`src/rtl/core/binary_image_centroid_core_macros.svh`:
```
// Assertion macros used by the controller of the binary image centroid core.
`ifndef BINARY_IMAGE_CENTROID_CORE_MACROS_SVH
`define BINARY_IMAGE_CENTROID_CORE_MACROS_SVH
`ifndef SYNTHESIS
// Same-cycle implication, checked on the rising edge outside reset.
`define BCC_ASSERT_IMP(label, clk, rst, ante, cons) \
  label: assert property (@(posedge clk) disable iff (rst) (ante) |-> (cons)) \
    else $error("bcc assertion failed");
// Next-cycle implication, checked on the rising edge outside reset.
`define BCC_ASSERT_NEXT(label, clk, rst, ante, cons) \
  label: assert property (@(posedge clk) disable iff (rst) (ante) |=> (cons)) \
    else $error("bcc assertion failed");
`else
`define BCC_ASSERT_IMP(label, clk, rst, ante, cons)
`define BCC_ASSERT_NEXT(label, clk, rst, ante, cons)
`endif
`endif

```
`src/rtl/core/bcc_pkg.sv`:
```
// Package with widths, register indexes, control structs and helpers of the centroid core.
package bcc_pkg;

  localparam int MAX_WIDTH  = 4096;
  localparam int MAX_HEIGHT = 4096;

  localparam int PIX_W = 8;
  localparam int DIM_W = 13;
  localparam int POS_W = 12;
  localparam int QUO_W = 12;
  localparam int CNT_W = 25;
  localparam int SUM_W = 36;
  localparam int IDX_W = 2;
  localparam int STEP_W = $clog2(QUO_W);

  localparam logic [IDX_W-1:0] REG_FRAME_WIDTH  = 2'd0;
  localparam logic [IDX_W-1:0] REG_FRAME_HEIGHT = 2'd1;
  localparam logic [IDX_W-1:0] REG_THRESHOLD    = 2'd2;

  localparam logic [DIM_W-1:0] WIDTH_RESET  = 13'd640;
  localparam logic [DIM_W-1:0] HEIGHT_RESET = 13'd480;

  // Commands from the controller to the datapath.
  typedef struct packed {
    logic take;
    logic div_start;
    logic load_out;
  } bcc_cmd_t;

  // Status from the datapath to the controller.
  typedef struct packed {
    logic frame_last;
    logic div_busy;
  } bcc_status_t;

  // A zero dimension acts as one, and a dimension above the maximum saturates.
  function automatic logic [DIM_W-1:0] clamp_dim(input logic [DIM_W-1:0] v,
                                                 input logic [DIM_W-1:0] maxv);
    logic [DIM_W-1:0] r;
    if (v == '0) begin
      r = DIM_W'(1);
    end else if (v > maxv) begin
      r = maxv;
    end else begin
      r = v;
    end
    return r;
  endfunction

endpackage

```
`src/rtl/core/bcc_ctrl.sv`:
```
// Controller: pixel intake, division wait and result register handshake.
`include "binary_image_centroid_core_macros.svh"
module bcc_ctrl
  import bcc_pkg::*;
(
  input  logic        clk,
  input  logic        rst,
  input  logic        in_valid,
  output logic        in_ready,
  output logic        out_valid,
  input  logic        out_ready,
  input  bcc_status_t status,
  output bcc_cmd_t    cmd
);

  typedef enum logic {
    ST_RUN,
    ST_DIVIDE
  } state_t;

  state_t state;
  logic   slot_free;

  assign in_ready      = state == ST_RUN;
  assign slot_free     = !out_valid || out_ready;
  assign cmd.take      = in_valid && in_ready;
  assign cmd.div_start = cmd.take && status.frame_last;
  assign cmd.load_out  = (state == ST_DIVIDE) && !status.div_busy && slot_free;

  always_ff @(posedge clk) begin
    if (rst) begin
      state     <= ST_RUN;
      out_valid <= 1'b0;
    end else begin
      case (state)
        ST_RUN: begin
          if (cmd.div_start) begin
            state <= ST_DIVIDE;
          end
        end
        ST_DIVIDE: begin
          if (cmd.load_out) begin
            state <= ST_RUN;
          end
        end
        default: state <= ST_RUN;
      endcase
      if (cmd.load_out) begin
        out_valid <= 1'b1;
      end else if (out_ready) begin
        out_valid <= 1'b0;
      end
    end
  end

  `BCC_ASSERT_IMP(a_no_intake_while_dividing, clk, rst, status.div_busy, !in_ready)
  `BCC_ASSERT_IMP(a_load_needs_free_slot, clk, rst, cmd.load_out, !out_valid || out_ready)
  `BCC_ASSERT_NEXT(a_frame_end_starts_div, clk, rst, cmd.div_start, status.div_busy && !in_ready)

endmodule

```
`config.mk`:
```
export PLATFORM = sky130hd
export DESIGN_NAME = bcc_ctrl
export DESIGN_NICKNAME = d
export VERILOG_FILES = /design/src/rtl/core/bcc_pkg.sv /design/src/rtl/core/bcc_ctrl.sv
export VERILOG_INCLUDE_DIRS = /design/src /design/src/rtl/core
export SDC_FILE = /design/constraint.sdc
export NUM_CORES = 1
export LEC_CHECK = 0
export BUFFER_PORTS_ARGS = -buffer_cell sky130_fd_sc_hd__clkbuf_2
export CAP_MARGIN = 20
export CORE_AREA = 2 2 39 41
export DETAILED_ROUTE_END_ITERATION = 8
export DIE_AREA = 0 0 41 43
export PLACE_DENSITY = 0.3
export SKIP_LAST_GASP = 1
export SLEW_MARGIN = 10
export SYNTH_ARGS = -nofsm -noshare
export SYNTH_HDL_FRONTEND = slang
export SYNTH_SLANG_ARGS = --single-unit
```
`constraint.sdc`:
```
create_clock -name clk -period 0.8 [get_ports clk]
set_input_delay 0.16 -clock clk [delete_from_list [all_inputs] [get_ports clk]]
set_output_delay 0.16 -clock clk [all_outputs]
set_load 0.01 [all_outputs]
```
==> impl_metrics.csv, run 1 <==
group,metric,value,unit
outcome,status,"complete, but fails checks",
outcome,violations,"negative setup slack",
hold_path,hold_depth,2,
power_and_ir_drop,leakagePower,0.1419,nW
global_routing,grt_overflow,0,
drt,num_vias,156,
drt,wirelength,485,microns
die,die_w,41,microns
sta,slew_headroom,87.95,%
worst_setup_path,startpoint_type,"flip-flop",
power_and_ir_drop,finalPower,0.4266,mW
synthesis,syn_area,107.6,sq um
worst_setup_path,r2r-start,"out_valid$_SDFFE_PP0P_",
drt,dr.first_iter.drc_count,1,
clock_network,root_buffer,"clkbuf_4",
power_and_ir_drop,p_clk_share,52.1,%
power_and_ir_drop,switchingPower,0.09891,mW
sta,min_period,1.070,ns
clock_network,clk_path_buf_depth,2,
hold_path,min_from,"rst",
clock_network,clk_pin_slew,0.03,ns
die,ioPinCount,11,
synthesis,yosys.area.top_type,"dfxtp_1",
worst_setup_path,slowest_delay,0.35,ns
sta,hold_viol,0,
clock_network,clock_latency,0.22,ns
clock_network,cts_max_level,1,
drt,route.detailed.wl_per_inst,10.10,microns
worst_setup_path,path_class,"reg -> out",
worst_setup_path,cp_cell_sequence,"nor2b_4, nand2_2, inv_1, buf_2",
drt,via_per_inst,3.250,
cells_and_area,diodes,0,
placed_design,place.gp.congestion,0.5697,
cells_and_area,area.growth.synth_to_final,166.3,%
die,initial_utilization,7.776,%
drt,antenna_left,0,
global_routing,grt_pass1_vias,182,
drt,drc,0,
global_routing,antenna_found_initial,0,
clock_network,cts_tree,"built",
worst_setup_path,crit_required,0.64,ns
worst_setup_path,reg2regPathDepth,3,
die,dieArea,0.001763,sq mm
sta,finalCritPeriodShare,133.7,%
global_routing,track_usage,6.713,%
synthesis,ys_types,9,
die,core.rowCount,14,
die,core,0.001384,sq mm
worst_setup_path,crit_family,"flip-flops",
worst_setup_path,rrSetupSlack,-0.05,ns
placed_design,dp.cells,42,
synthesis,avgSynthCellArea,8.277,sq um
worst_setup_path,end_kind,"output pin",
power_and_ir_drop,power_frac_seq,25.7,%
synthesis,synthCells,13,
placed_design,io_buffer_count,10,
synthesis,synth_area_leaders,"dfxtp_1 (37%), nor2b_4 (13%), nand2b_1 (12%), a21oi_1 (9.3%), nor2b_2 (8.1%)",
placed_design,dp_slack,-0.1087,ns
sta,setup_viol,6,
clock_network,clock_sinks,2,
hold_path,min_to,"out_valid$_SDFFE_PP0P_",
worst_setup_path,worst-path-buf-inv,2,
synthesis,ys_seq_area_share,37.21,%
synthesis,syn_nets,19,
power_and_ir_drop,ir_worst_vdd,395.0,uV
cells_and_area,drive_gt1_share,87.50,%
synthesis,synth_seq_cells,2,
cells_and_area,fin_nets,40,
power_and_ir_drop,p_int,0.3277,mW
sta,layout_setup_ws,-0.2697,ns
clock_network,cts_made_buffers,3,
hold_path,min_path_type,"in -> reg",
global_routing,grt_first_pass_wirelength,696,microns
die,die_h,43,microns
power_and_ir_drop,swShare,23.18,%
global_routing,grt_max_degree,5,
sta,fmax,934.8,MHz
cells_and_area,layout_common_cells,"clkbuf_2 (6), buf_6 (5), buf_4 (4)",
sta,final.setup_skew,0.001882,ns
power_and_ir_drop,pwr-share-comb,22.3,%
worst_setup_path,reg2reg_to,"state$_SDFF_PP0_",
cells_and_area,fin_util,20.71,%
worst_setup_path,critPathMaxFanout,4,
cells_and_area,final_cell_count_no_fill,48,
sta,whs,0.1255,ns
drt,drtPass1Iterations,2,
run,drv_cap,0,
synthesis,synth_top_area_share,37.21,%
sta,worst_slew_pin_slew,0.1795,ns
worst_setup_path,crit_arrival,0.91,ns
worst_setup_path,cp_slowest_cell,"dfxtp_4",
power_and_ir_drop,power.density,1489,mW/mm^2
sta,drv_slew,0,
cells_and_area,final_common_cell,"clkbuf_2",
synthesis,synth_warnings,0,
sta,rsz0062_at_grt,"yes",
## worst max path at each step
stage,endpoint,depth (start not counted),start
final,cmd[1],4,state$_SDFF_PP0_
after global routing,cmd[1],4,state$_SDFF_PP0_
after CTS,cmd[1],4,state$_SDFF_PP0_
after detailed placement,cmd[0],3,state$_SDFF_PP0_
after global placement,cmd[0],3,state$_SDFF_PP0_
after floorplan,state$_SDFF_PP0_,3,out_valid$_SDFFE_PP0P_
## state kept, by name, indices dropped and copies added, names as in the netlist
register	cells
state	1
out_valid	1
## repair_timing
action | in CTS | in global routing
pin swaps | 3 | 1
setup buffers | 2 | 2
gates resized for setup | 6 | 9
hold buffers | 0 | 0
setup endpoints to repair | 7 | 7
## area by class of cell
| class | count | area, sq um |
|---|---|---|
| fillers | 157 | 1097 |
| repair buffers | 16 | 121.4 |
| multi-input cells | 9 | 70.07 |
| flip-flops and latches | 2 | 45.04 |
| clock buffers | 3 | 22.52 |
| well taps | 16 | 20.02 |
| inverters | 2 | 7.507 |
## per-layer routing
metal / vias to the layer above / wire length, microns / track usage, % / share of wire [%]
li1: 79 / - / - / -
met1: 66 / 198 / 6.070 / 41
met2: 11 / 222 / 8.438 / 46
met3: 0 / 64 / 4.712 / 13
met4: 0 / 0 / 8.000 / 0
met5: - / 0 / 0 / 0
## worst register-to-register path, stage by stage (launching register included)
cell and delay (ns):
dfxtp_2 0.31, nor2b_2 0.16, o21ai_1 0.17, a21oi_2 0.08
## cells by family after synthesis
group	share of synthesized area, %
DFF	37.21
AOI/OAI and AO/OA	13.95
and+or+nand+nor	41.86
buffers and inverters	6.979
## through the flow
| step | area (sq um) | setup TNS [ns] |
|---|---|---|
| after global placement | 202.7 | -0.1991 |
| after global routing | 286.5 | -1.417 |
| after detailed placement | 202.7 | -0.3406 |
| final | 286.5 | -1.149 |
| after CTS | 245.2 | -1.213 |
| after floorplan | 110.1 | 0 |
## cell usage after synthesis
cell and instances:
a21oi_1 2, inv_1 2, nand2b_1 2, o21ai_1 1
nor2b_2 1, nor2_1 1, nand2_2 1, nor2b_4 1
dfxtp_1 2
## power by group through the flow
stage / clock network [mW] / registers (mW) / logic, mW
global placement: 0 / 0.111 / 0.0640
finish: 0.222 / 0.109 / 0.0951
floorplan: 0 / 0.111 / 0.0257
global route: 0.243 / 0.110 / 0.103
CTS: 0.242 / 0.109 / 0.0742
detailed placement: 0 / 0.111 / 0.0654
No activity file was read; power rests on OpenSTA's default activity.
==> inputs of run 2 (changes only) <==
CELL_PAD_IN_SITES_DETAIL_PLACEMENT = 0   (was default)
CELL_PAD_IN_SITES_GLOBAL_PLACEMENT = 1   (was default)
CTS_CLUSTER_DIAMETER = 80   (was default)
PLACE_DENSITY = 0.34   (was 0.3)
==> impl_metrics.csv, run 2 (synthesis results as in run 1) <==
group,metric,value,unit
outcome,status,"complete, but fails checks",
outcome,violations,"negative setup slack",
sta,finalCritPeriodShare,131.9,%
placed_design,io_buffer_count,10,
cells_and_area,fill_cells,160,
die,initial_utilization,7.776,%
die,ioPinCount,11,
sta,slew_headroom,89.34,%
placed_design,dp_hpwl,272.1,microns
worst_setup_path,startpoint_type,"flip-flop",
worst_setup_path,reg2reg_to,"state$_SDFF_PP0_",
cells_and_area,diodes,0,
sta,worst_slew_pin_slew,0.1588,ns
worst_setup_path,crit_start,"out_valid$_SDFFE_PP0P_",
worst_setup_path,path_class,"reg -> out",
sta,min_period,1.055,ns
sta,drv_slew,0,
power_and_ir_drop,ir_worst_vdd,656.6,uV
clock_network,cts_tree,"built",
cells_and_area,fin_nets,38,
sta,layout_setup_ws,-0.2550,ns
clock_network,root_buffer,"clkbuf_4",
run,drv_cap,0,
drt,route.detailed.wl_per_inst,7.696,microns
global_routing,grt_overflow,0,
sta,setup_viol,6,
die,core.rowCount,14,
drt,dr.first_iter.drc_count,2,
sta,fmax,947.8,MHz
power_and_ir_drop,leakagePower,0.1276,nW
die,die_h,43,microns
cells_and_area,layout_common_cells,"clkbuf_2 (5), buf_4 (4), clkbuf_4 (3), buf_6 (3)",
clock_network,clock_latency,0.23,ns
hold_path,min_path_type,"in -> reg",
clock_network,clk_pin_slew,0.03,ns
worst_setup_path,crit_arrival,0.90,ns
cells_and_area,final_common_cell,"clkbuf_2",
clock_network,cts_hold_repair.buffers,0,
global_routing,antenna_found_initial,0,
drt,antenna_left,0,
cells_and_area,fin_util,18.72,%
global_routing,grt_first_pass_wirelength,586,microns
sta,hold_viol,0,
die,die_w,41,microns
worst_setup_path,critPathMaxFanout,2,
worst_setup_path,r2r-start,"state$_SDFF_PP0_",
global_routing,grt_max_degree,5,
global_routing,grt_pass1_vias,149,
placed_design,dp_slack,-0.08524,ns
drt,drtPass1Iterations,2,
worst_setup_path,rrSetupSlack,-0.14,ns
drt,num_vias,150,
global_routing,track_usage,5.812,%
die,dieArea,0.001763,sq mm
worst_setup_path,end_kind,"output pin",
clock_network,cts_max_level,1,
sta,final.setup_skew,0.004835,ns
cells_and_area,drive_gt1_share,80.00,%
drt,drc,0,
placed_design,place.gp.congestion,0.6462,
worst_setup_path,worstSetupEndpoint,"cmd[0]",
sta,rsz0062_at_grt,"yes",
drt,wirelength,354,microns
power_and_ir_drop,power.density,1598,mW/mm^2
cells_and_area,top_regs,"out_valid (1), state (1)",
cells_and_area,final_cell_count_no_fill,46,
clock_network,clk_path_buf_depth,2,
cells_and_area,area.growth.synth_to_final,140.7,%
die,core,0.001384,sq mm
worst_setup_path,crit_required,0.64,ns
clock_network,clock_sinks,2,
worst_setup_path,reg2regPathDepth,5,
power_and_ir_drop,finalPower,0.4138,mW
drt,via_per_inst,3.261,
placed_design,dp.cells,42,
clock_network,cts_made_buffers,3,
[run 2: worst min path at each step]
stage / from / end / slack, ns / depth (start not counted)
after floorplan: rst / out_valid$_SDFFE_PP0P_ / 0.23 / 1
final: rst / state$_SDFF_PP0_ / 0.11 / 2
after global routing: rst / state$_SDFF_PP0_ / 0.11 / 2
after global placement: rst / state$_SDFF_PP0_ / 0.35 / 2
after detailed placement: rst / state$_SDFF_PP0_ / 0.35 / 2
after CTS: rst / state$_SDFF_PP0_ / 0.10 / 2
[run 2: timing repair]
item                                    CTS  global route
endpoints found under the hold margin     0             0
pin swaps                                 1             0
gates resized for setup                   3             9
endpoints found under the setup margin    7             6
setup buffers                             1             0
[run 2: worst max-delay path, cell delays in order, from the launching register on]
cell	delay, ns
dfxtp_1	0.29
nor2b_2	0.16
nor2_2	0.09
buf_2	0.13
[run 2: metal layers]
| layer | part of all wire [%] | GRT usage [%] |
|---|---|---|
| met4 | 2.3 | 6.000 |
| met5 | 0 | 0 |
| met3 | 21 | 7.330 |
| met1 | 46 | 5.751 |
| met2 | 30 | 5.313 |
[run 2: layout make-up]
class	count	area [sq um]	share of cell area, %
Sequential cell	2	43.79	16.91
Clock buffer	3	22.52	8.696
Inverter	2	7.507	2.899
Multi-Input combinational cell	9	66.31	25.60
Tap cell	16	20.02	7.729
Timing Repair Buffer	14	98.84	38.16
[run 2: where the power goes]
part           total, mW  internal, mW  leakage (nW)  switching [mW]
Combinational     0.0801        0.0482        0.0968          0.0319
Sequential         0.108         0.104        0.0170         0.00454
Clock              0.225         0.166        0.0138          0.0597
Total              0.414         0.318         0.128          0.0962
[run 2: through the flow]
| step | area, sq um | TNS, ns | hold WS [ns] |
|---|---|---|---|
| final | 259.0 | -1.042 | 0.1099 |
| after global routing | 259.0 | -1.383 | 0.1070 |
| after CTS | 240.2 | -1.133 | 0.1032 |
| after detailed placement | 202.7 | -0.2251 | 0.3467 |
| after global placement | 202.7 | -0.1402 | 0.3458 |
| after floorplan | 110.1 | 0 | 0.2291 |
