`src/rtl/core/binary_image_centroid_core_macros.svh`:
```
// Assertion macros used by the controller of the binary image centroid core.
`ifndef BINARY_IMAGE_CENTROID_CORE_MACROS_SVH
`define BINARY_IMAGE_CENTROID_CORE_MACROS_SVH
`ifndef SYNTHESIS
// Same-cycle implication, checked on the rising edge outside reset.
`define BCC_ASSERT_IMP(label, clk, rst, ante, cons) \
  label: assert property (@(posedge clk) disable iff (rst) (ante) |-> (cons)) \
    else $error("bcc assertion failed");
// Next-cycle implication, checked on the rising edge outside reset.
`define BCC_ASSERT_NEXT(label, clk, rst, ante, cons) \
  label: assert property (@(posedge clk) disable iff (rst) (ante) |=> (cons)) \
    else $error("bcc assertion failed");
`else
`define BCC_ASSERT_IMP(label, clk, rst, ante, cons)
`define BCC_ASSERT_NEXT(label, clk, rst, ante, cons)
`endif
`endif

```
`src/rtl/core/bcc_pkg.sv`:
```
// Package with widths, register indexes, control structs and helpers of the centroid core.
package bcc_pkg;

  localparam int MAX_WIDTH  = 4096;
  localparam int MAX_HEIGHT = 4096;

  localparam int PIX_W = 8;
  localparam int DIM_W = 13;
  localparam int POS_W = 12;
  localparam int QUO_W = 12;
  localparam int CNT_W = 25;
  localparam int SUM_W = 36;
  localparam int IDX_W = 2;
  localparam int STEP_W = $clog2(QUO_W);

  localparam logic [IDX_W-1:0] REG_FRAME_WIDTH  = 2'd0;
  localparam logic [IDX_W-1:0] REG_FRAME_HEIGHT = 2'd1;
  localparam logic [IDX_W-1:0] REG_THRESHOLD    = 2'd2;

  localparam logic [DIM_W-1:0] WIDTH_RESET  = 13'd640;
  localparam logic [DIM_W-1:0] HEIGHT_RESET = 13'd480;

  // Commands from the controller to the datapath.
  typedef struct packed {
    logic take;
    logic div_start;
    logic load_out;
  } bcc_cmd_t;

  // Status from the datapath to the controller.
  typedef struct packed {
    logic frame_last;
    logic div_busy;
  } bcc_status_t;

  // A zero dimension acts as one, and a dimension above the maximum saturates.
  function automatic logic [DIM_W-1:0] clamp_dim(input logic [DIM_W-1:0] v,
                                                 input logic [DIM_W-1:0] maxv);
    logic [DIM_W-1:0] r;
    if (v == '0) begin
      r = DIM_W'(1);
    end else if (v > maxv) begin
      r = maxv;
    end else begin
      r = v;
    end
    return r;
  endfunction

endpackage

```
`src/rtl/core/bcc_div.sv`:
```
// Radix-2 restoring divider producing one quotient bit per cycle.
module bcc_div
  import bcc_pkg::*;
(
  input  logic             clk,
  input  logic             rst,
  input  logic             start,
  input  logic [SUM_W-1:0] dividend,
  input  logic [CNT_W-1:0] divisor,
  output logic             busy,
  output logic [QUO_W-1:0] quotient
);

  localparam logic [STEP_W-1:0] STEP_LAST = STEP_W'(QUO_W - 1);

  logic [CNT_W-1:0]  rem;
  logic [QUO_W-1:0]  low;
  logic [STEP_W-1:0] step;
  logic [CNT_W:0]    trial;
  logic [CNT_W:0]    diff;
  logic              fits;

  // The quotient is known to fit in QUO_W bits, so the upper dividend bits
  // start out as the partial remainder and only QUO_W steps are needed.
  assign trial = {rem, low[QUO_W-1]};
  assign fits  = trial >= {1'b0, divisor};
  assign diff  = trial - {1'b0, divisor};

  always_ff @(posedge clk) begin
    if (rst) begin
      busy <= 1'b0;
      step <= '0;
    end else if (start) begin
      busy <= 1'b1;
      step <= '0;
    end else if (busy) begin
      step <= step + STEP_W'(1);
      if (step == STEP_LAST) begin
        busy <= 1'b0;
      end
    end
  end

  always_ff @(posedge clk) begin
    if (start) begin
      rem <= CNT_W'(dividend[SUM_W-1:QUO_W]);
      low <= dividend[QUO_W-1:0];
    end else if (busy) begin
      rem <= fits ? diff[CNT_W-1:0] : trial[CNT_W-1:0];
      low <= {low[QUO_W-2:0], fits};
    end
  end

  assign quotient = low;

endmodule

```
`src/rtl/core/bcc_datapath.sv`:
```
// Datapath: configuration, position counters, moment sums, dividers and result register.
module bcc_datapath
  import bcc_pkg::*;
(
  input  logic              clk,
  input  logic              rst,
  input  logic              cfg_we,
  input  logic [IDX_W-1:0]  cfg_index,
  input  logic [DIM_W-1:0]  cfg_data,
  input  logic [PIX_W-1:0]  pixel,
  input  bcc_cmd_t          cmd,
  output bcc_status_t       status,
  output logic [QUO_W-1:0]  center_x,
  output logic [QUO_W-1:0]  center_y,
  output logic [CNT_W-1:0]  hit_count,
  output logic              none_found
);

  logic [DIM_W-1:0] frame_width;
  logic [DIM_W-1:0] frame_height;
  logic [PIX_W-1:0] threshold;

  logic [POS_W-1:0] column;
  logic [POS_W-1:0] row;
  logic [CNT_W-1:0] pass_count;
  logic [SUM_W-1:0] column_sum;
  logic [SUM_W-1:0] row_sum;

  logic [CNT_W-1:0] pass_count_next;
  logic [SUM_W-1:0] column_sum_next;
  logic [SUM_W-1:0] row_sum_next;

  logic [DIM_W-1:0] width_eff;
  logic [DIM_W-1:0] height_eff;
  logic             col_end;
  logic             row_end;
  logic             hit;

  logic [CNT_W-1:0] res_count;
  logic             res_none;
  logic [QUO_W-1:0] res_half_x;
  logic [QUO_W-1:0] res_half_y;
  logic [QUO_W-1:0] quo_x;
  logic [QUO_W-1:0] quo_y;
  logic             busy_x;
  logic             busy_y;

  always_ff @(posedge clk) begin
    if (rst) begin
      frame_width  <= WIDTH_RESET;
      frame_height <= HEIGHT_RESET;
      threshold    <= '0;
    end else if (cfg_we) begin
      case (cfg_index)
        REG_FRAME_WIDTH:  frame_width  <= cfg_data;
        REG_FRAME_HEIGHT: frame_height <= cfg_data;
        REG_THRESHOLD:    threshold    <= cfg_data[PIX_W-1:0];
        default: ;
      endcase
    end
  end

  assign width_eff  = clamp_dim(frame_width, DIM_W'(MAX_WIDTH));
  assign height_eff = clamp_dim(frame_height, DIM_W'(MAX_HEIGHT));
  assign col_end    = ({1'b0, column} + DIM_W'(1)) >= width_eff;
  assign row_end    = ({1'b0, row} + DIM_W'(1)) >= height_eff;
  assign hit        = pixel > threshold;

  assign pass_count_next = pass_count + CNT_W'(hit);
  assign column_sum_next = hit ? column_sum + SUM_W'(column) : column_sum;
  assign row_sum_next    = hit ? row_sum + SUM_W'(row) : row_sum;

  always_ff @(posedge clk) begin
    if (rst) begin
      column     <= '0;
      row        <= '0;
      pass_count <= '0;
      column_sum <= '0;
      row_sum    <= '0;
    end else if (cmd.take) begin
      if (col_end) begin
        column <= '0;
        row    <= row_end ? '0 : row + POS_W'(1);
      end else begin
        column <= column + POS_W'(1);
      end
      if (col_end && row_end) begin
        pass_count <= '0;
        column_sum <= '0;
        row_sum    <= '0;
      end else begin
        pass_count <= pass_count_next;
        column_sum <= column_sum_next;
        row_sum    <= row_sum_next;
      end
    end
  end

  // Frame snapshot taken with the last pixel; it feeds the dividers.
  always_ff @(posedge clk) begin
    if (cmd.div_start) begin
      res_count  <= pass_count_next;
      res_none   <= pass_count_next == '0;
      res_half_x <= width_eff[DIM_W-1:1];
      res_half_y <= height_eff[DIM_W-1:1];
    end
  end

  bcc_div u_div_x (
    .clk      (clk),
    .rst      (rst),
    .start    (cmd.div_start),
    .dividend (column_sum_next),
    .divisor  (res_count),
    .busy     (busy_x),
    .quotient (quo_x)
  );

  bcc_div u_div_y (
    .clk      (clk),
    .rst      (rst),
    .start    (cmd.div_start),
    .dividend (row_sum_next),
    .divisor  (res_count),
    .busy     (busy_y),
    .quotient (quo_y)
  );

  always_ff @(posedge clk) begin
    if (cmd.load_out) begin
      center_x   <= res_none ? res_half_x : quo_x;
      center_y   <= res_none ? res_half_y : quo_y;
      hit_count  <= res_count;
      none_found <= res_none;
    end
  end

  assign status.frame_last = col_end && row_end;
  assign status.div_busy   = busy_x || busy_y;

endmodule

```
`config.mk`:
```
export PLATFORM = sky130hd
export DESIGN_NAME = bcc_datapath
export DESIGN_NICKNAME = d
export VERILOG_FILES = /design/src/rtl/core/binary_image_centroid_core_macros.svh /design/src/rtl/core/bcc_pkg.sv /design/src/rtl/core/bcc_div.sv /design/src/rtl/core/bcc_datapath.sv
export SDC_FILE = /design/constraint.sdc
export NUM_CORES = 1
export LEC_CHECK = 0
export CORE_MARGIN = 3
export CORE_UTILIZATION = 40
export CTS_CLUSTER_SIZE = 24
export DETAILED_ROUTE_END_ITERATION = 8
export DONT_BUFFER_PORTS = 1
export GPL_TIMING_DRIVEN = 0
export RECOVER_POWER = 25
export SYNTH_ARGS = -nofsm -noshare
export SYNTH_HDL_FRONTEND = slang
export SYNTH_SLANG_ARGS = --single-unit
```
`constraint.sdc`:
```
create_clock -name clk -period 8.7 [get_ports clk]
set_input_delay 1.74 -clock clk [delete_from_list [all_inputs] [get_ports clk]]
set_output_delay 1.74 -clock clk [all_outputs]
set_load 0.02 [all_outputs]
```
==> impl_metrics.env, run 1 <==
export IMPL_outcome="finished, final reports clean"
export IMPL_grt_overflow=0
export IMPL_relSlewSlack_pct=26.2
export IMPL_power_leakage_uw=0.00886
export IMPL_cts_root_buffer="clkbuf_16"
export IMPL_powerDensity_mw_per_mm2=210
export IMPL_switching_power_uw=1400
export IMPL_fmaxAchievable_mhz=148
export IMPL_insertion_delay_ns=0.57
export IMPL_share_comb_of_total_power_pct=21.7
export IMPL_clockBufferDepth=3
export IMPL_die_h_um=229
export IMPL_rows=81
export IMPL_met2_usage_pct=38.4
export IMPL_grt_first_pass_wirelength_um=91100
export IMPL_gp_congestion=0.895
export IMPL_die_area_mm2=0.0524
export IMPL_drtIter0Drc=1330
export IMPL_synthArstFlopShare_pct=0
export IMPL_cts_setup_buffers=0
export IMPL_synth_ff_type="edfxtp_1"
export IMPL_port_buffers=0
export IMPL_nNetsFinal=2298
export IMPL_tritoncts="done"
export IMPL_core_mm2=0.0491
export IMPL_critPathMaxFanout=10
export IMPL_cts_resized=0
export IMPL_irDropWorstVdd_uv=105
export IMPL_first_pass_iters=7
export IMPL_finalCritPeriodShare_pct=77.8
export IMPL_min_path_type="reg -> reg"
export IMPL_ant_nets=0
export IMPL_start_util_pct=40.5
export IMPL_synth_cell_types=90
export IMPL_globalRouteMet3Util_pct=3.54
export IMPL_grt_total_usage_pct=22.4
export IMPL_critPathLaunchType="primary input"
export IMPL_netlist_area_leader_share_pct=26.0
export IMPL_clkPwrFrac_pct=37.1
export IMPL_sw_frac_of_total_pct=30.1
export IMPL_hold_start="res_count[19]"
export IMPL_routed_wl_um=60400
export IMPL_clkTransAtPathRegs_ns=0.06
export IMPL_min_to="hit_count[19]"
export IMPL_rr_startpoint="threshold[1]"
export IMPL_grt_max_degree=52
export IMPL_cts_buffers=40
export IMPL_yosysTopAreaCell="edfxtp_1"
export IMPL_synth_seq_cells=339
export IMPL_grt_use_met1_pct=29.3
export IMPL_syn_area_mm2=0.0199
export IMPL_syn_inst=2108
export IMPL_cts_max_level=2
export IMPL_cts_hold_buffers_added=0
export IMPL_pre_cts_slack_ns=1.51
export IMPL_drc=0
export IMPL_synth_area_leaders="edfxtp_1, dfxtp_1, ha_1"
export IMPL_maxSlewViolCount=0
export IMPL_ys_seq_area_share_pct=42.8
export IMPL_arrival_ns=7.07
export IMPL_reg2reg_depth=20
export IMPL_endpoint_kind="flip-flop"
export IMPL_fp_dieW_um=229
export IMPL_worst_slack_ns=1.94
export IMPL_hold_violations=0
export IMPL_tns_ns=0
export IMPL_wl_per_cell_um=21.2
export IMPL_viasPerCell=5.70
export IMPL_insertedDiodeCount=0
export IMPL_setup_viol=0
export IMPL_cellInternalPower_uw=3250
export IMPL_cap_violations=0
export IMPL_dp_hpwl_um=45400
export IMPL_cts_sinks=339
export IMPL_min_path_cells=0
export IMPL_critPathKind="in -> reg"
export IMPL_area_growth_pct=11.0
export IMPL_drive_above_1_share_pct=7.10
export IMPL_syn_nets=2255
export IMPL_r2r_slack_ns=2.71
export IMPL_rsz0062_at_grt="false"
export IMPL_p_total_uw=4650
export IMPL_grt_pass1_vias=15300
export IMPL_synth_edf_count=172
export IMPL_vias=16200
export IMPL_regToRegEndpoint="res_none"
export IMPL_final_cell_mix="nand2_1, a21oi_1, edfxtp_1, dfxtp_1, nor2_1"
export IMPL_p_seq_share_pct=41.2
export IMPL_yosys_warnings=0
export IMPL_required_ns=9.00
export IMPL_min_period_ns=6.76
export IMPL_skew_ns=0.0194
export IMPL_antenna_found_initial=0
export IMPL_avgSynthCellArea_um2=9.43
export IMPL_mostFrequentLayoutCell="nand2_1"
export IMPL_top_usage_layer="met2"
export IMPL_worst_pin_slew_ns=1.11
export IMPL_io_pins=81
==> power groups by stage <==
stage	Sequential [uW]	Combinational [uW]	Clock (uW)
finish	1920	1010	1720
global route	1930	1100	1820
CTS	1920	999	1750
detailed placement	1950	990	0
global placement	1950	981	0
floorplan	1920	753	0
==> cell families (layout without fill, tap and decap cells) <==
group / count (synthesis) / count (layout) / share of synthesized area, %
and+or+nand+nor: 681 / 681 / 17.0
muxes: 118 / 118 / 6.12
DFF: 339 / 339 / 42.8
xor gates and xnor gates: 150 / 150 / 6.61
buffers and inverters: 195 / 270 / 3.97
adders and majority gates: 118 / 118 / 7.58
AOI/OAI and AO/OA: 507 / 507 / 16.0
==> sequential cells by signal, summed over array words and instances, names as in the netlist, 13 cells and up <==
register,flops
hit_count,25
column_sum,36
frame_width,13
u_div_y.rem,25
res_count,25
u_div_x.rem,25
row_sum,36
pass_count,25
frame_height,13
==> area by class of cell <==
class | instances | area (um2)
buffer | 99 | 429
clock buffer | 53 | 1180
clock inverter | 21 | 163
fill | 4799 | 27000
inverter | 96 | 360
multi-input combinational | 1574 | 10600
sequential | 339 | 8510
tap | 664 | 831
timing repair buffer | 1 | 5.00
==> stage by stage <==
stage               cell area [um2]  hold WS, ns  util (%)  std cells
floorplan                     19900        0.424         -       2108
global placement              20700        0.436      42.2       2772
detailed placement            20700        0.437      42.2       2773
CTS                           22100        0.449      45.0       2847
global route                  22100        0.462      45.0       2847
finish                        22100        0.446      45.0       2847
==> worst max-delay path by stage <==
stage | cells after the start | start | endpoint | slack (ns)
after CTS | 19 | pixel[1] | res_none | 2.09
after detailed placement | 19 | pixel[1] | res_none | 1.51
after global routing | 19 | pixel[1] | res_none | 1.78
final | 19 | pixel[1] | res_none | 1.94
after floorplan | 19 | pixel[1] | res_none | 3.14
after global placement | 19 | pixel[7] | res_none | 1.60
==> critical path, cell delays in order <==
cell	delay, ns
ha_1	0.27
nor2b_1	0.13
o211ai_1	0.08
a211oi_1	0.64
nor2_1	0.40
inv_1	0.31
buf_2	0.41
buf_2	0.37
ha_1	0.25
ha_1	0.22
and3_1	0.16
clkbuf_1	0.24
nand4_1	0.25
nor2_1	0.27
nand3_1	0.25
nor2_1	0.25
xor2_1	0.42
nor4_1	0.11
and4b_1	0.26
==> Yosys cell counts (all sizes together) (5+ instances only) <==
cell type and instances:
nor3 43, a21oi 189, o21bai 8, ha 114, o21a 20, a31oi 35, nor2b 13, or4 8
nand2 223, nand4 30, a211o 5, and3 45, nand3b 28, or3 17, xnor2 72, nor2 134
mux2i 90, buf 24, a22oi 15, and2 11, o211ai 15, inv 96, o31a 5, or2 10
clkbuf 75, mux2 28, nand2b 9, o21ai 111, and4 10, o31ai 12, a21o 30, a211oi 15
xor2 78, nor4 15, edfxtp 172, nand3 70, dfxtp 167
==> layer usage <==
layer	wire, um	up-vias
met5	0	-
met2	29100	514
li1	-	7759
met3	3510	103
met1	26200	7849
met4	1650	0
Note: power is estimated with default switching activity, not from simulation.
==> run 2, diff against run 1 <==
==> constraint.sdc (replaced) <==
create_clock -name clk -period 5.7 [get_ports clk]
set_input_delay 1.14 -clock clk [delete_from_list [all_inputs] [get_ports clk]]
set_output_delay 1.14 -clock clk [all_outputs]
set_load 0.02 [all_outputs]
==> run 2 against run 1 <==
Critical path depth decreased by 6. Sequential power is 52% higher. Non-clock buffer count rose by 1. Combinational power grew 52%. Largest power group unchanged. First-iteration DRC count down 1.6%. Highest routed layer unchanged. Hold slack gained 0.0038 ns. Critical endpoint is now status[1]. Total power is 53% higher. Die area unchanged. Register-to-register slack worse by 2.2 ns. Critical path type is now reg -> out. Clock skew is 0.0024 ns lower. Final cell count is essentially flat.
==> impl_metrics.env, run 2 (same netlist as run 1, synthesis figures left out) <==
export IMPL_start_util_pct=40.5
export IMPL_die_area_mm2=0.0524
export IMPL_gp_congestion=0.895
export IMPL_die_h_um=229
export IMPL_fmaxAchievable_mhz=182
export IMPL_grt_total_usage_pct=22.4
export IMPL_cpPeakStageDelay_ns=0.47
export IMPL_vias=16200
export IMPL_skew_ns=0.0170
export IMPL_finalCritPeriodShare_pct=96.7
export IMPL_crit_family="simple AND/OR/NAND/NOR gates"
export IMPL_final_util_pct=45.1
export IMPL_routed_wl_um=60400
export IMPL_required_ns=4.56
export IMPL_setup_viol=0
export IMPL_regToRegEndpoint="res_none"
export IMPL_min_period_ns=5.51
export IMPL_io_pins=81
export IMPL_outcome="finished, final reports clean"
export IMPL_insertion_delay_ns=0.57
export IMPL_wl_per_cell_um=21.2
export IMPL_area_growth_pct=11.2
export IMPL_grt_pass1_vias=15300
export IMPL_port_buffers=0
export IMPL_dp_hpwl_um=45400
export IMPL_crit_chain="and3_1, and3_1, and3_1, and3_1, nand3_1, xnor2_2, ha_1, a2111o_1, a311o_1, o221a_2, nand2_2, inv_2, clkbuf_4"
export IMPL_worst_pin_slew_ns=1.09
export IMPL_critPathKind="reg -> out"
export IMPL_irDropWorstVdd_uv=159
export IMPL_viasPerCell=5.70
export IMPL_min_path_cells=0
export IMPL_final_cell_mix="nand2_1, a21oi_1, edfxtp_1, dfxtp_1, nor2_1"
export IMPL_critPathMaxFanout=10
export IMPL_drive_above_1_share_pct=7.65
export IMPL_hold_slack_ns=0.450
export IMPL_p_total_uw=7090
export IMPL_r2r_slack_ns=0.50
export IMPL_cts_root_buffer="clkbuf_16"
export IMPL_crit_buf_inv=2
export IMPL_insertedDiodeCount=0
export IMPL_endpoint_kind="output port"
export IMPL_clkTransAtPathRegs_ns=0.06
export IMPL_ant_nets=0
export IMPL_min_to="hit_count[19]"
export IMPL_drtIter0Drc=1309
export IMPL_cap_violations=0
export IMPL_maxSlewViolCount=0
export IMPL_critPathLaunchType="flip-flop"
export IMPL_critPathSlowestCell="a2111o_1"
export IMPL_reg2reg_depth=21
export IMPL_cts_sinks=339
export IMPL_power_leakage_uw=0.00888
export IMPL_tritoncts="done"
export IMPL_powerDensity_mw_per_mm2=321
export IMPL_hold_start="res_count[19]"
export IMPL_grt_overflow=0
export IMPL_grt_first_pass_wirelength_um=91100
export IMPL_arrival_ns=4.37
export IMPL_drc=0
export IMPL_grt_max_degree=52
export IMPL_rows=81
export IMPL_relSlewSlack_pct=27.7
export IMPL_mostFrequentLayoutCell="nand2_1"
export IMPL_crit_top_cell="and3_1"
export IMPL_min_path_type="reg -> reg"
export IMPL_rsz0062_at_grt="false"
export IMPL_fp_dieW_um=229
export IMPL_nNetsFinal=2299
export IMPL_hold_violations=0
export IMPL_cts_max_level=2
export IMPL_rr_startpoint="threshold[1]"
export IMPL_cts_buffers=40
export IMPL_reg_top3="column_sum: 36 flops, row_sum: 36 flops"
export IMPL_clockBufferDepth=3
export IMPL_antenna_found_initial=0
export IMPL_tns_ns=0
export IMPL_core_mm2=0.0491
export IMPL_first_pass_iters=5
==> run 2: cell count changes in the layout (fill, tap and decap cells not counted), sizes merged <==
| cell | change |
|---|---|
| buf | -1 |
| clkbuf | +2 |
==> run 2: layout make-up <==
class	count	area (um2)
Clock inverter	21	163
Clock buffer	53	1180
Buffer	99	435
Inverter	96	360
Fill cell	4794	26900
Timing Repair Buffer	2	12.5
Tap cell	664	831
Sequential cell	339	8510
Multi-Input combinational cell	1574	10600
==> run 2: timing repair <==
action,in CTS,in global routing
resized for setup,7,9
pin swaps,0,1
gates cloned,0,0
hold buffers,0,0
endpoints found under the setup margin,2,2
setup buffers,0,1
==> run 2: stage by stage <==
step / cells / worst slack [ns] / cell area (um2)
2_1_floorplan: 2108 / 0.741 / 19900
3_3_place_gp: 2772 / -0.801 / 20700
3_5_place_dp: 2773 / -0.895 / 20700
4_1_cts: 2847 / 0.00172 / 22100
5_1_grt: 2848 / 0.0180 / 22100
6_report: 2848 / 0.190 / 22100
==> run 2: how the worst max path moves through the flow <==
stage / startpoint / end / slack (ns) / depth (start not counted)
after detailed placement: pixel[1] / res_none / -0.89 / 19
after global placement: pixel[7] / res_none / -0.80 / 19
final: column[0] / status[1] / 0.19 / 13
after floorplan: pixel[1] / res_none / 0.74 / 19
after CTS: pixel[7] / res_none / 0.002 / 19
after global routing: column[0] / status[1] / 0.02 / 13
==> run 2: per-layer routing <==
metal / track usage (%) / vias to the layer above / share of wire [%]
li1: - / 7766 / -
met1: 29.3 / 7892 / 44
met2: 38.4 / 482 / 48
met3: 3.54 / 95 / 5.1
met4: 6.24 / 0 / 2.5
met5: 0 / - / 0
==> run 2: power breakdown <==
part,internal (uW),leakage [uW],switching [uW]
combinational,622,0.00512,917
clock,1550,0.000666,1070
sequential,2780,0.00309,145
